`src/rtl/hpa_pkg.sv`:
```
`default_nettype none
package hpa_pkg;

  typedef struct packed {
    logic [15:0] addend_a;
    logic [15:0] addend_b;
    logic        last_in;
  } in_t;

  typedef struct packed {
    logic [15:0] sum;
    logic        last_out;
  } out_t;

  localparam logic [15:0] INF16 = 16'h7c00;

endpackage
`default_nettype wire

```
`src/rtl/half_precision_adder.sv`:
```
`default_nettype none
// channel  | dir | ports                          | payload
// input    | in  | in_valid, in_stall, in_data    | hpa_pkg::in_t
// result   | out | out_valid, out_stall, out_data | hpa_pkg::out_t
// four register stages: operand decode and fixed-point add, magnitude and
// leading-zero count, normalize and round to 24 bits, round to 11 bits and pack.
// one transaction per cycle unless stalled; valid runs v1_r->v2_r->v3_r->out_valid.
// rst_n clears the stage valid bits only.
// a stall with out_valid high freezes every stage at once; in_stall follows it.
module half_precision_adder (
  input  wire logic          clk,
  input  wire logic          rst_n,
  input  wire logic          in_valid,
  output logic               in_stall,
  input  wire hpa_pkg::in_t  in_data,
  output logic               out_valid,
  input  wire logic          out_stall,
  output hpa_pkg::out_t      out_data
);

  function automatic logic signed [41:0] to_units(input logic [15:0] h);
    logic [41:0] mag;
    begin
      if (h[14:10] == 5'd0) begin
        mag = {32'd0, h[9:0]};
      end else begin
        mag = {31'd0, 1'b1, h[9:0]} << (h[14:10] - 5'd1);
      end
      to_units = h[15] ? -$signed(mag) : $signed(mag);
    end
  endfunction

  function automatic logic [5:0] lzc42(input logic [41:0] v);
    logic [5:0] n;
    logic       found;
    begin
      n = 6'd42;
      found = 1'b0;
      for (int i = 41; i >= 0; i--) begin
        if (v[i] && !found) begin
          n = 6'(41 - i);
          found = 1'b1;
        end
      end
      lzc42 = n;
    end
  endfunction

  logic advance;
  assign advance  = !out_valid || !out_stall;
  assign in_stall = !advance;

  // stage 1
  logic               v1_r, last1_r, spec1_r, zs1_r;
  logic [15:0]        sv1_r;
  logic signed [41:0] s1_r;
  logic               spec1_nxt;
  logic [15:0]        sv1_nxt;
  logic               nan_a, nan_b, inf_a, inf_b;

  always_comb begin
    nan_a = (in_data.addend_a[14:10] == 5'h1f) && (in_data.addend_a[9:0] != 10'd0);
    nan_b = (in_data.addend_b[14:10] == 5'h1f) && (in_data.addend_b[9:0] != 10'd0);
    inf_a = (in_data.addend_a[14:10] == 5'h1f) && (in_data.addend_a[9:0] == 10'd0);
    inf_b = (in_data.addend_b[14:10] == 5'h1f) && (in_data.addend_b[9:0] == 10'd0);
    spec1_nxt = 1'b1;
    sv1_nxt   = in_data.addend_a;
    if (nan_a) begin
      sv1_nxt = {in_data.addend_a[15], 15'd0} | hpa_pkg::INF16;
    end else if (nan_b) begin
      sv1_nxt = {in_data.addend_b[15], 15'd0} | hpa_pkg::INF16;
    end else if (inf_a && inf_b) begin
      // opposite infinities give plus infinity
      sv1_nxt = (in_data.addend_a[15] ^ in_data.addend_b[15]) ? hpa_pkg::INF16
                                                              : in_data.addend_a;
    end else if (inf_a) begin
      sv1_nxt = in_data.addend_a;
    end else if (inf_b) begin
      sv1_nxt = in_data.addend_b;
    end else begin
      spec1_nxt = 1'b0;
    end
  end

  // stage 2
  logic        v2_r, last2_r, spec2_r, sg2_r;
  logic [15:0] sv2_r;
  logic [41:0] m2_r;
  logic [5:0]  lz2_r;
  logic [41:0] mag1;

  assign mag1 = s1_r[41] ? 42'(-s1_r) : 42'(s1_r);

  // stage 3
  logic        v3_r, last3_r, spec3_r, sg3_r;
  logic [15:0] sv3_r;
  logic [23:0] r3_r;
  logic [6:0]  len3_r;
  logic [41:0] x2;
  logic        inc1;
  logic [24:0] q1;

  always_comb begin
    x2   = m2_r << lz2_r;
    inc1 = x2[17] && ((|x2[16:0]) || x2[18]);
    q1   = {1'b0, x2[41:18]} + 25'(inc1);
  end

  // stage 4 / output
  logic        inc2, c2;
  logic [11:0] q2;
  logic [10:0] mant;
  logic [6:0]  lf;
  logic [15:0] bits;

  always_comb begin
    inc2 = r3_r[12] && ((|r3_r[11:0]) || r3_r[13]);
    q2   = {1'b0, r3_r[23:13]} + 12'(inc2);
    c2   = q2[11];
    mant = c2 ? 11'h400 : q2[10:0];
    lf   = len3_r + 7'(c2);
    if (lf <= 7'd10) begin
      bits = {5'd0, mant >> (4'd11 - lf[3:0])};
    end else if (lf >= 7'd41) begin
      bits = hpa_pkg::INF16;
    end else begin
      bits = {1'b0, 5'(lf - 7'd10), mant[9:0]};
    end
  end

  always_ff @(posedge clk) begin
    if (!rst_n) begin
      v1_r      <= 1'b0;
      v2_r      <= 1'b0;
      v3_r      <= 1'b0;
      out_valid <= 1'b0;
    end else if (advance) begin
      v1_r      <= in_valid;
      v2_r      <= v1_r;
      v3_r      <= v2_r;
      out_valid <= v3_r;
    end
  end

  always_ff @(posedge clk) begin
    if (advance) begin
      last1_r <= in_data.last_in;
      spec1_r <= spec1_nxt;
      sv1_r   <= sv1_nxt;
      zs1_r   <= in_data.addend_a[15] & in_data.addend_b[15];
      s1_r    <= to_units(in_data.addend_a) + to_units(in_data.addend_b);

      last2_r <= last1_r;
      // exact zero sum
      spec2_r <= spec1_r || (s1_r == 42'sd0);
      sv2_r   <= spec1_r ? sv1_r : {zs1_r, 15'd0};
      sg2_r   <= s1_r[41];
      m2_r    <= mag1;
      lz2_r   <= lzc42(mag1);

      last3_r <= last2_r;
      spec3_r <= spec2_r;
      sv3_r   <= sv2_r;
      sg3_r   <= sg2_r;
      r3_r    <= q1[24] ? 24'h800000 : q1[23:0];
      len3_r  <= 7'd42 - {1'b0, lz2_r} + 7'(q1[24]);

      out_data.last_out <= last3_r;
      out_data.sum      <= spec3_r ? sv3_r : ({sg3_r, 15'd0} | bits);
    end
  end

endmodule
`default_nettype wire

```
`config.mk`:
```
export PLATFORM = sky130hd
export DESIGN_NAME = half_precision_adder
export DESIGN_NICKNAME = d
export VERILOG_FILES = /design/src/rtl/hpa_pkg.sv /design/src/rtl/half_precision_adder.sv
export SDC_FILE = /design/constraint.sdc
export NUM_CORES = 1
export LEC_CHECK = 0
export BUFFER_PORTS_ARGS = -buffer_cell sky130_fd_sc_hd__buf_4
export CAP_MARGIN = 25
export CORE_ASPECT_RATIO = 2
export CORE_MARGIN = 4
export CORE_UTILIZATION = 25
export CTS_BUF_LIST = sky130_fd_sc_hd__clkbuf_8
export DETAILED_ROUTE_END_ITERATION = 16
export PLACE_DENSITY_LB_ADDON = 0.08
export SETUP_SLACK_MARGIN = 0.4
export SYNTH_ARGS = -nofsm -noshare
export SYNTH_HDL_FRONTEND = slang
export SYNTH_SLANG_ARGS = --single-unit
export TNS_END_PERCENT = 1
```
`constraint.sdc`:
```
create_clock -name clk -period 6.85 [get_ports clk]
set_clock_uncertainty 0.15 [all_clocks]
set_input_delay 0 -clock clk [delete_from_list [all_inputs] [get_ports clk]]
set_output_delay 0 -clock clk [all_outputs]
set_load 0.02 [all_outputs]
```
==> reports/results.ini <==
[run_status]
status=finished clean

[critical_path]
reg2regPathDepth=12
r2r_end=lz2_r[1]$_SDFFCE_PP0N_
path_class=in -> reg
crit_fanout=8
startpoint_type=input port
cp_common_cell=buf_4
crit_buf_inv=6
worst_path_max_delay_cell=or4b_2
critical_path_arrival_ns=6.41
r2r_slack_ns=1.53
cp_top_family=simple AND/OR/NAND/NOR gates
cpPeakStageDelay_ns=0.60
cp-end-kind=register
reg2reg_from=s1_r[8]$_DFFE_PN_
worstPathRequired_ns=7.11
crit_path_cell_trace=dlygate4sd3_1 > buf_4 > or4_1 > and2_1 > a221o_1 > and4bb_1 > a41oi_1 > or4_1 > buf_4 > o21ai_0 > xor2_1 > ha_2 > inv_1 > nand2_1 > nand3_1 > nor4_1 > buf_4 > o21ai_0 > buf_4 > a31oi_2 > o41ai_2 > a21o_1 > or4b_2 > nand4_1

[floorplanning]
io_pins=56
coreArea_sq_mm=0.0771
initial_utilization=0.252
die_h_um=402
fp-row-count=144
die_area_sq_mm=0.0825
die_x_um=205

[pwr]
p_switching_mw=3.91
internal_power_mw=4.54
peakVddDrop_mv=0.177
powerDensity_mw_per_mm2=374
netSwitchingFraction=0.463
power_frac_clock=0.094
p_comb_frac=0.629
pwr-share-seq=0.277
total_power_mw=8.44
p_leak_nw=8.55

[finish]
layout_commonest_cell=nand2_1
regArea_sq_mm=0.00594
nFillCells=8335
multi_input_area_sq_mm=0.0128
synthToLayoutAreaGrowth_pct=16.1
final_cell_mix=nand2_1, buf_4, edfxtp_1, nor2_1, o21ai_0
drive_gt1_frac=0.181
nets=2378
final_cells=3313

[clock_tree]
cts.sinks=199
cts_tree=done
clk_path_buf_depth=2
clkLatencyLatePin_ns=0.54
numCtsBuffers=17
cts_max_level=4
cts_root_buf=clkbuf_8
clk_pin_slew_worst_paths_ns=0.12

[route]
drt_iter0_drc=927
drt-total-wl_mm=74.3
via_per_inst=5.21
ant_nets=0
drcViolationCount=0
drt-pass1-iter-count=7
routedWlPerCell_um=22.4
vias=17300

[global_route]
grt_overflow_total=0
grt_pass1_wl_mm=111
grt_antenna_before_repair=1
grt_max_degree=83
grt_pass1_vias=17900
grt_usage=0.178

[placement]
dpl.cell_count=3254
gp_routability_congestion=0.908
io_buffer_count=55
dp_hpwl_mm=62.6

[min_path]
hold_depth=3
whs_endpoint=out_valid$_SDFFE_PN0N_
hold_path_startpoint=rst_n
hold_path.class=in -> reg

[yosys]
ys.flop_type=edfxtp_1
syn_area_per_cell_sq_um=9.07
postSynthCellCount=2142
syn_area_sq_mm=0.0194
synth_top_area_cell=edfxtp_1
synth_seq_cells=199
synth_fp_nets=2244
yosysSeqAreaShare=0.305
synth.top_cell.area_share=0.301
synth_warnings=0
synth_cell_type_count=99
synth-edff-count=195
yosys-top-cells-area=edfxtp_1, mux4_2, xnor2_1, nand2_1, ha_1
async_flop_share=0

[timing]
slew_viol_final=0
holdWs_ns=0.0807
worst_pin_slew_ns=1.02
fin_setup_tns_ns=0
final-setup-viol-count=0
rsz0062_at_grt=false
max_slew_margin=0.302
fmax_mhz=163
period_needed_ns=6.15
hold_viol=0
period_share=0.898

[job]
cap_viol_max_count=0

==> worst max path at each step <==
stage	startpoint	endpoint	slack, ns	cells past startpoint
floorplan	out_valid$_SDFFE_PN0N_	out_valid$_SDFFE_PN0N_	0.44	3
global placement	in_data[27]	s1_r[39]$_DFFE_PN_	0.22	26
finish	in_data[29]	s1_r[39]$_DFFE_PN_	0.70	24
global route	in_data[29]	s1_r[38]$_DFFE_PN_	0.42	29
CTS	in_data[29]	s1_r[41]$_DFFE_PN_	0.57	24
detailed placement	in_data[27]	s1_r[39]$_DFFE_PN_	0.18	26
==> cells in the mapped netlist, drive strengths merged, types with 22 or more instances <==
| cell type | instances |
|---|---|
| nand2 | 223 |
| edfxtp | 195 |
| nor2 | 175 |
| o21ai | 139 |
| a21oi | 127 |
| xnor2 | 101 |
| mux4 | 82 |
| clkbuf | 80 |
| inv | 79 |
| ha | 64 |
| nand3 | 64 |
| xor2 | 62 |
| mux2i | 56 |
| nor3 | 53 |
| and2 | 51 |
| mux2 | 40 |
| buf | 34 |
| nand2b | 32 |
| o31ai | 29 |
| a21o | 27 |
| nor4 | 27 |
| nand4 | 26 |
| nor2b | 26 |
| o22ai | 26 |
| or3 | 23 |
| o21a | 22 |
==> sequential cells by signal, indices dropped and copies added (netlist names) <==
| name | count |
|---|---|
| r3_r | 24 |
| sg3_r | 1 |
| sv1_r | 16 |
| last2_r | 1 |
| v3_r | 1 |
| s1_r | 42 |
| spec1_r | 1 |
| spec3_r | 1 |
| spec2_r | 1 |
| sv2_r | 16 |
| out_valid | 1 |
| m2_r | 42 |
| out_data | 17 |
| v1_r | 1 |
| zs1_r | 1 |
| len3_r | 7 |
| sg2_r | 1 |
| v2_r | 1 |
| lz2_r | 6 |
| last1_r | 1 |
| last3_r | 1 |
| sv3_r | 16 |
==> cells by family after synthesis <==
| group | Yosys count | synth area share |
|---|---|---|
| compound gates | 567 | 0.193 |
| xor+xnor | 163 | 0.0735 |
| fa+ha+maj | 65 | 0.0422 |
| buf+inv | 194 | 0.0397 |
| flops | 199 | 0.305 |
| mux | 178 | 0.147 |
| simple gates | 776 | 0.200 |
==> through the flow <==
stage,area [sq um],setup slack (ns),util
2_1_floorplan,19400,0.442,-
3_3_place_gp,21800,0.217,0.283
3_5_place_dp,21800,0.176,0.283
4_1_cts,22500,0.575,0.291
5_1_grt,22600,0.421,0.293
6_report,22600,0.699,0.293
==> metal layers <==
| metal | track usage | wire (um) | share of wire | vias up |
|---|---|---|---|---|
| met4 | 0.138 | 6780 | 0.091 | 0 |
| li1 | - | - | - | 8379 |
| met5 | 0 | 0 | 0 | - |
| met1 | 0.145 | 22100 | 0.30 | 8316 |
| met2 | 0.370 | 43900 | 0.59 | 395 |
| met3 | 0.0169 | 1530 | 0.021 | 178 |
==> worst reg2reg max path, stage by stage (launching register included) <==
cell and delay [ns]:
edfxtp_1 0.49, nor4_2 0.75, nand4_1 0.68, or4_1 0.67, o311ai_1 0.46, nor2_1 0.21, and4_1 0.30, nand2_1 0.35
nor3_1 0.15, buf_4 0.19, a41oi_1 0.28, nand2_1 0.08, a2111oi_0 0.35
==> power by group through the flow <==
stage               registers, mW  clock network, mW  logic, mW
floorplan                    2.28                  0       3.64
global placement             2.37                  0       5.34
finish                       2.34              0.791       5.31
global route                 2.41              0.875       5.78
detailed placement           2.38                  0       5.33
CTS                          2.35              0.838       5.36
==> final cells by class <==
cell class / count / share of cell area
Multi-Input combinational cell: 1749 / 0.567
Inverter: 80 / 0.0133
Antenna cell: 2 / 0.000222
Tap cell: 1022 / 0.0567
Sequential cell: 199 / 0.263
Timing Repair Buffer: 229 / 0.0810
Clock buffer: 18 / 0.0110
Clock inverter: 14 / 0.00743
==> repair_timing <==
action                                 4_1_cts  5_1_grt
setup buffers                                0        0
endpoints found under the hold margin       24        0
gates resized for setup                      0       13
setup endpoints to repair                    0        7
hold buffers                                24        0
No activity file was read; power rests on OpenSTA's default activity.
